$ cat config.mk
export PLATFORM = sky130hd
export DESIGN_NAME = iprl_ctrl
export DESIGN_NICKNAME = d
export VERILOG_FILES = /design/src/iprl_pkg.sv /design/src/iprl_ctrl.sv
export SDC_FILE = /design/constraint.sdc
export NUM_CORES = 1
export LEC_CHECK = 0
export BUFFER_PORTS_ARGS = -buffer_cell sky130_fd_sc_hd__buf_2
export CAP_MARGIN = 20
export CORE_AREA = 4 4 41 43
export CTS_CLUSTER_SIZE = 28
export DETAILED_ROUTE_END_ITERATION = 6
export DIE_AREA = 0 0 45 47
export GPL_TIMING_DRIVEN = 0
export PLACE_DENSITY_LB_ADDON = 0.25
export SLEW_MARGIN = 20
export SYNTH_ARGS = -nofsm -noshare
export SYNTH_HDL_FRONTEND = slang
export SYNTH_SLANG_ARGS = --single-unit
export TNS_END_PERCENT = 50
$ cat constraint.sdc
create_clock -name clk -period 1.7 [get_ports clk]
set_input_delay 0.17 -clock clk [delete_from_list [all_inputs] [get_ports clk]]
set_output_delay 0.17 -clock clk [all_outputs]
set_load 0.01 [all_outputs]
$ cat src/iprl_pkg.sv
// ----------------------------------------------------------------------------
// iprl_pkg
// Shared types and constants for the address range operator lookup.
// ----------------------------------------------------------------------------
package iprl_pkg;

	localparam int PREFIX_W   = 24;
	localparam int TAG_W      = 2;
	localparam int STATUS_W   = 2;
	localparam int ADDR_W     = 32;
	localparam int S_TDATA_W  = 72;
	localparam int M_TDATA_W  = 8;
	localparam int ENTRY_W    = 2 * PREFIX_W + TAG_W;

	localparam logic CMD_LOAD   = 1'b0;
	localparam logic CMD_LOOKUP = 1'b1;

	localparam logic [STATUS_W-1:0] STATUS_OK   = 2'd0;
	localparam logic [STATUS_W-1:0] STATUS_MISS = 2'd1;
	localparam logic [STATUS_W-1:0] STATUS_FULL = 2'd2;

	localparam logic [TAG_W-1:0] TAG_MAX = 2'd3;

	typedef enum logic [2:0] {
		ST_IDLE,
		ST_LOAD,
		ST_SCAN,
		ST_DRAIN,
		ST_DONE
	} iprl_state_t;

	typedef struct packed {
		logic take;
		logic load_wr;
		logic scan_rd;
		logic res_ld;
	} iprl_cmd_t;

	typedef struct packed {
		logic is_lookup;
		logic cnt_zero;
		logic idx_last;
		logic out_free;
	} iprl_sts_t;

endpackage

$ cat src/iprl_ctrl.sv
// ----------------------------------------------------------------------------
// iprl_ctrl
// Sequencer: accepts a request, runs a load or a table scan, posts the result.
// ----------------------------------------------------------------------------
module iprl_ctrl (
	input  logic                clk,
	input  logic                arst_n,
	input  logic                in_valid,
	output logic                in_ready,
	input  iprl_pkg::iprl_sts_t sts,
	output iprl_pkg::iprl_cmd_t cmd
);

	import iprl_pkg::*;

	iprl_state_t state_q;
	iprl_state_t state_d;

	always_ff @(posedge clk or negedge arst_n) begin
		if (!arst_n) begin
			state_q <= ST_IDLE;
		end else begin
			state_q <= state_d;
		end
	end

	always_comb begin
		state_d  = state_q;
		cmd      = '0;
		in_ready = 1'b0;
		case (state_q)
			ST_IDLE: begin
				in_ready = 1'b1;
				if (in_valid) begin
					cmd.take = 1'b1;
					state_d  = ST_LOAD;
				end
			end
			ST_LOAD: begin
				// request was latched on entry: a lookup branches off, a load writes
				if (sts.is_lookup) begin
					if (sts.cnt_zero) begin
						state_d = ST_DONE;
					end else begin
						state_d = ST_SCAN;
					end
				end else begin
					cmd.load_wr = 1'b1;
					state_d     = ST_DONE;
				end
			end
			ST_SCAN: begin
				cmd.scan_rd = 1'b1;
				if (sts.idx_last) begin
					state_d = ST_DRAIN;
				end
			end
			ST_DRAIN: begin
				state_d = ST_DONE;
			end
			ST_DONE: begin
				if (sts.out_free) begin
					cmd.res_ld = 1'b1;
					state_d    = ST_IDLE;
				end
			end
			default: begin
				state_d = ST_IDLE;
			end
		endcase
	end

endmodule

-- Word-level counts from Yosys, hierarchy flattened
Cells that the tools add are included.
- eq/ne operators: 7
- mux-type cells: 14
- reduce and logical (&&, ||, !) cells: 2
- operators by type and width (kind ; count):
    3-bit two-way mux ; 5
    3-bit case mux with 5 select lines ; 1
    1-bit two-way mux ; 8
    3-bit by 2-bit equality test with 1-bit output, second input constant ; 2
    2-bit inequality test, second input constant ; 3
    3-bit by 1-bit equality test with 1-bit output, second input constant ; 1
    3-bit equality test, second input constant ; 1
    3-bit zero test ; 1
    3-bit AND reduction ; 1
- flip-flop bits (word level): 3
- output and inout port bits: 5

-- Depth between registers and ports, before layout
Gate-level depths: netlist (run 1).
- word-level depth: 3
- gate-level depth with buffers: 2
- mapped depth without buffers: 2

-- Worst setup path after synthesis (run 1)
Ideal clock, no wire load.
- path kind: reg2out
- from: reg state_q[1]
- to: out cmd[3] (netlist name)
- arrival time: 0.991 ns
- required time: 1.530 ns
- setup slack: 0.539 ns
- cell stages (with the launch flop): 3
- cell sequence: dfrtp_1 nor3_1 and2_1
- RTL lines (element ; RTL line ; RTL):
    start: declaration ; iprl_ctrl.sv:16 ; iprl_state_t state_q;
    start signal: assignment ; iprl_ctrl.sv:23 ; state_q <= state_d;
    end: declaration ; iprl_ctrl.sv:11 ; output iprl_pkg::iprl_cmd_t cmd

==> flow_metrics.py, run 1 <==
metrics = {
    "sta": {
        "slew_headroom_pct": 82.5,
        "fmax_mhz": 731,
        "clock_skew_ns": 0.00126,
        "setup_viol": 0,
        "hold_viol_final": 0,
        "finalWorstSetupSlack_ns": 0.331,
        "period_needed_ns": 1.37,
        "timing.final.max_slew_violations": 0,
        "worst_pin_slew_ns": 0.260,
        "period_share_pct": 80.5,
        "grt_setup_unrepaired": "no",
        "finalSetupTns_ns": 0,
    },
    "pwr": {
        "ir_drop_mv": 0.467,
        "p_per_area_nw_per_um2": 1590,
        "p_leak_nw": 0.133,
        "p_total_mw": 0.441,
    },
    "synth": {
        "synth_cell_types": 11,
        "syn_inst": 16,
        "ys_seq_elements": 3,
        "syn_area_um2": 166,
        "ys_warn_count": 0,
        "syn_nets": 23,
        "avgSynthCellArea_um2": 10.4,
        "ys_seq_area_share_pct": 45.1,
    },
    "floorplan": {
        "die_w_um": 45,
        "core_area_um2": 1300,
        "start_util_pct": 12.8,
        "die_area_um2": 2120,
        "ioPinCount": 12,
        "die_h_um": 47,
        "row_count": 13,
    },
    "final_layout": {
        "final_cell_mix": "buf_2 (11), nor3_1 (3), clkbuf_4 (3), dfrtp_1 (3), nor4b_1 (2)",
        "regMostFlops": "state_q",
        "largest_reg_flops": 3,
        "drive_gt1_share_pct": 43.8,
        "fillerInstances": 160,
        "nets": 40,
        "final_common_cell": "buf_2",
        "diodes": 0,
        "areaGrowthSynthToFinish_pct": 66.2,
        "largestRegisters": "state_q x3",
    },
    "global_route": {
        "use_met3_pct": 2.30,
        "antenna_found_initial": 0,
        "grtUsageTotal_pct": 5.38,
        "grt.busiest_layer": "met2",
        "grt_pass1_vias": 185,
        "grt_pass1_wl_um": 772,
        "gr-usage-met2_pct": 7.34,
        "grt_overflow": 0,
        "grt_util_met1_pct": 6.18,
        "grt_max_degree": 8,
    },
    "placement": {
        "hpwl_um": 363,
        "portBuffers": 11,
        "globalplace.congestion": 0.559,
        "place_ws_ns": 0.516,
    },
    "clocking": {
        "postCtsSetupBuffers": 0,
        "tritoncts": "done",
        "hold_buffers": 1,
        "clk_latency_ns": 0.23,
        "clk_path_buf_depth": 2,
        "numCtsBuffers": 3,
        "htreeDepth": 1,
        "root_buffer": "clkbuf_4",
        "cts-resized-gates": 0,
        "clkSinkCount": 3,
        "clk_pin_slew_worst_paths_ns": 0.04,
    },
    "critical_path": {
        "arrival_ns": 1.20,
        "ff2ff_path_depth": 2,
        "regToRegEndpoint": "state_q[2]",
        "timing.rr.start": "state_q[1]",
        "critPathRequiredTime_ns": 1.53,
        "worstPathMaxFanout": 6,
        "start_kind": "flop",
        "worst_setup_path_end_kind": "output port",
        "rrSetupSlack_ns": 0.52,
        "crit_type": "flop to output port",
    },
    "detailed_routing": {
        "vias": 175,
        "antenna_left": 0,
        "dr.pass1.iters": 1,
        "wl_per_cell_um": 9.64,
        "drtIter0Drc": 0,
        "viasPerCell": 3.72,
        "drt_wl_total_um": 453,
        "drcViolationCount": 0,
    },
    "run_status": {
        "status": "finished, final reports clean",
    },
    "flow_run": {
        "drv_cap": 0,
    },
    "hold_path": {
        "min_to": "state_q[1]",
        "hold_class": "input port to flop",
        "hp-start": "sts[2]",
        "hold_path_depth": 3,
    },
}
[worst max path at each step]
| stage | startpoint | endpoint | slack [ns] | depth (start not counted) |
|---|---|---|---|---|
| floorplan | state_q[1] | cmd[3] | 0.54 | 2 |
| global placement | state_q[1] | state_q[2] | 0.52 | 2 |
| detailed placement | state_q[1] | state_q[2] | 0.52 | 2 |
| CTS | state_q[2] | cmd[0] | 0.31 | 3 |
| global route | state_q[1] | cmd[3] | 0.20 | 3 |
| finish | state_q[2] | cmd[0] | 0.33 | 3 |
[critical path: stages (launching register included)]
cell and delay (ns):
dfrtp_1 0.41, inv_1 0.07, nor4b_1 0.30, buf_2 0.19
[power breakdown]
group          internal [mW]  switching [mW]  leakage (nW)
Sequential             0.101          0.0492        0.0393
Clock                 0.0878          0.0344        0.0150
Combinational         0.0880          0.0806        0.0783
[cells in the mapped netlist]
master    n  area, µm²
nor4b_1   2       17.5
dfrtp_1   3       75.1
mux2i_1   1       10.0
and2_1    1       6.26
or3b_1    1       8.76
nand2b_1  1       6.26
a31o_1    1       8.76
inv_1     1       3.75
nor3_1    3       15.0
nor3b_1   1       7.51
o21bai_1  1       7.51
[logic make-up after synthesis]
| group | after synthesis | synth area share, % |
|---|---|---|
| flip-flops | 3 | 45.1 |
| multiplexers | 1 | 6.02 |
| buffers and inverters | 1 | 2.25 |
| AND/OR/NAND/NOR | 9 | 36.8 |
| AO/OA/AOI/OAI | 2 | 9.78 |
[routing by layer]
| metal | vias to the layer above | part of all wire [%] |
|---|---|---|
| met5 | - | 0 |
| met4 | 0 | 0 |
| met3 | 0 | 6.2 |
| met2 | 6 | 47 |
| met1 | 77 | 46 |
| li1 | 92 | - |
[through the flow]
stage / hold slack [ns] / cell area (µm²) / cells / util [%]
after floorplan: -0.126 / 166 / 16 / -
after global placement: -0.0351 / 240 / 42 / 18.5
after detailed placement: -0.0311 / 240 / 42 / 18.5
after CTS: 0.239 / 277 / 47 / 21.3
after global routing: 0.258 / 277 / 47 / 21.3
final: 0.241 / 277 / 47 / 21.3
[cell type report]
class	count	area, µm²	share of cell area (%)
multi-input combinational	12	87.6	31.7
sequential	3	75.1	27.1
timing repair buffer	12	65.1	23.5
clock buffer	4	26.3	9.50
tap	15	18.8	6.79
inverter	1	3.75	1.36
Power figures use the tool's default switching activity.
==> run 2, diff against run 1 <==
Clock period 1.7 ns to 1.2 ns, I/O delays scaled along.
==> flow_metrics.py, run 2 (synthesis results as in run 1) <==
metrics = {
    "run_status": {
        "status": "complete, but fails checks",
        "violations": "negative setup slack",
    },
    "critical_path": {
        "start_kind": "flop",
        "arrival_ns": 1.13,
        "critPathRequiredTime_ns": 1.08,
        "cp_top_family": "flip-flops",
        "crit_path_cell_trace": "nand2b_1 > nor3_1 > buf_2",
        "worst_setup_path_end_kind": "output port",
        "slowest_stage": "dfrtp_2",
        "crit_type": "flop to output port",
        "critical_path.n_buffers_inverters": 1,
        "slowest_delay_ns": 0.44,
        "worstPathMaxFanout": 5,
    },
    "sta": {
        "hold_viol_final": 0,
        "slew_headroom_pct": 83.1,
        "period_needed_ns": 1.25,
        "finalWorstSetupSlack_ns": -0.0475,
        "timing.final.max_slew_violations": 0,
        "clock_skew_ns": 0.00147,
        "period_share_pct": 104,
        "grt_setup_unrepaired": "yes",
        "finalHoldWorstSlack_ns": 0.188,
        "finalSetupTns_ns": -0.116,
        "setup_viol": 3,
        "worst_pin_slew_ns": 0.250,
        "fmax_mhz": 802,
    },
    "final_layout": {
        "largest_reg_flops": 3,
        "final_common_cell": "buf_2",
        "drive_gt1_share_pct": 71.4,
        "areaGrowthSynthToFinish_pct": 97.0,
        "nets": 43,
        "regMostFlops": "state_q",
        "diodes": 0,
        "post-route-util_pct": 25.2,
        "final_cell_mix": "buf_2 (11), clkbuf_4 (3), buf_4 (3), dfrtp_2 (3), nor3_1 (2)",
        "largestRegisters": "state_q x3",
    },
    "pwr": {
        "ir_drop_mv": 0.701,
        "p_per_area_nw_per_um2": 2300,
        "p_leak_nw": 0.151,
    },
    "floorplan": {
        "start_util_pct": 12.8,
        "die_area_um2": 2120,
        "die_h_um": 47,
        "ioPinCount": 12,
        "die_w_um": 45,
        "row_count": 13,
        "core_area_um2": 1300,
    },
    "detailed_routing": {
        "antenna_left": 0,
        "drt_wl_total_um": 474,
        "drcViolationCount": 0,
        "drtIter0Drc": 0,
        "dr.pass1.iters": 1,
        "vias": 197,
        "viasPerCell": 3.94,
        "wl_per_cell_um": 9.48,
    },
    "global_route": {
        "grt_pass1_wl_um": 814,
        "grt_max_degree": 8,
        "grt_pass1_vias": 200,
        "grt_overflow": 0,
        "use_met3_pct": 2.30,
        "grt_util_met1_pct": 6.41,
        "antenna_found_initial": 0,
        "gr-usage-met2_pct": 7.91,
        "grtUsageTotal_pct": 5.62,
        "grt.busiest_layer": "met2",
    },
    "clocking": {
        "clkSinkCount": 3,
        "clk_path_buf_depth": 2,
        "clk_latency_ns": 0.23,
        "root_buffer": "clkbuf_4",
        "htreeDepth": 1,
        "clk_pin_slew_worst_paths_ns": 0.04,
        "tritoncts": "done",
        "numCtsBuffers": 3,
    },
    "hold_path": {
        "hold_class": "input port to flop",
    },
    "placement": {
        "hpwl_um": 363,
        "globalplace.congestion": 0.559,
        "place_ws_ns": 0.0159,
        "portBuffers": 11,
    },
    "flow_run": {
        "drv_cap": 0,
    },
}
==> run 2: area by class of cell <==
| type | instances | area [µm²] |
|---|---|---|
| inverters | 1 | 3.75 |
| well taps | 15 | 18.8 |
| flip-flops and latches | 3 | 78.8 |
| multi-input cells | 12 | 113 |
| fillers | 160 | 973 |
| clock buffers | 4 | 26.3 |
| repair buffers | 15 | 87.6 |
==> run 2: path summary, 6_finish.rpt <==
path / startpoint / end / slack [ns] / cells past startpoint
max in group asynchronous: arst_n / state_q[0] / 0.86 / 2
worst min-delay path: sts[2] / state_q[1] / 0.19 / 3
worst max register to register: state_q[1] / state_q[2] / 0.02 / 2
worst min register to register: state_q[2] / state_q[0] / 0.64 / 2
worst max-delay path: state_q[2] / cmd[2] / -0.05 / 3
min in group asynchronous: arst_n / state_q[2] / 0.22 / 2
==> run 2: timing repair <==
item                                   4_1_cts  5_1_grt
resized for setup                            4        5
buffers inserted                             2        1
hold buffers                                 1        0
setup endpoints to repair                    5        6
endpoints found under the hold margin        3        0
pin swaps                                    1        1
==> run 2: metrics by stage <==
step / power (mW) / cell area, µm² / instances
after floorplan: 0.348 / 166 / 16
after global placement: 0.451 / 240 / 42
after detailed placement: 0.457 / 240 / 42
after CTS: 0.708 / 304 / 49
after global routing: 0.821 / 328 / 50
final: 0.754 / 328 / 50
==> run 2: metal layers <==
metal / up-vias / share of wire (%)
met4: 0 / 0
met1: 91 / 43
met2: 6 / 51
li1: 100 / -
met3: 0 / 5.9
met5: - / 0
==> run 2: worst min-delay path: cells and delay by family <==
family / cells / cell delay [ns]
and+or+nand+nor: 1 / 0.11
AOI/OAI and AO/OA: 1 / 0.06
buffers and inverters: 1 / 0.08
==> run 2: power breakdown <==
group          leakage [nW]  total [mW]  switching (mW)  internal, mW
clock network        0.0150       0.173          0.0485         0.124
logic                 0.101       0.334           0.133         0.202
registers            0.0351       0.246          0.0951         0.151
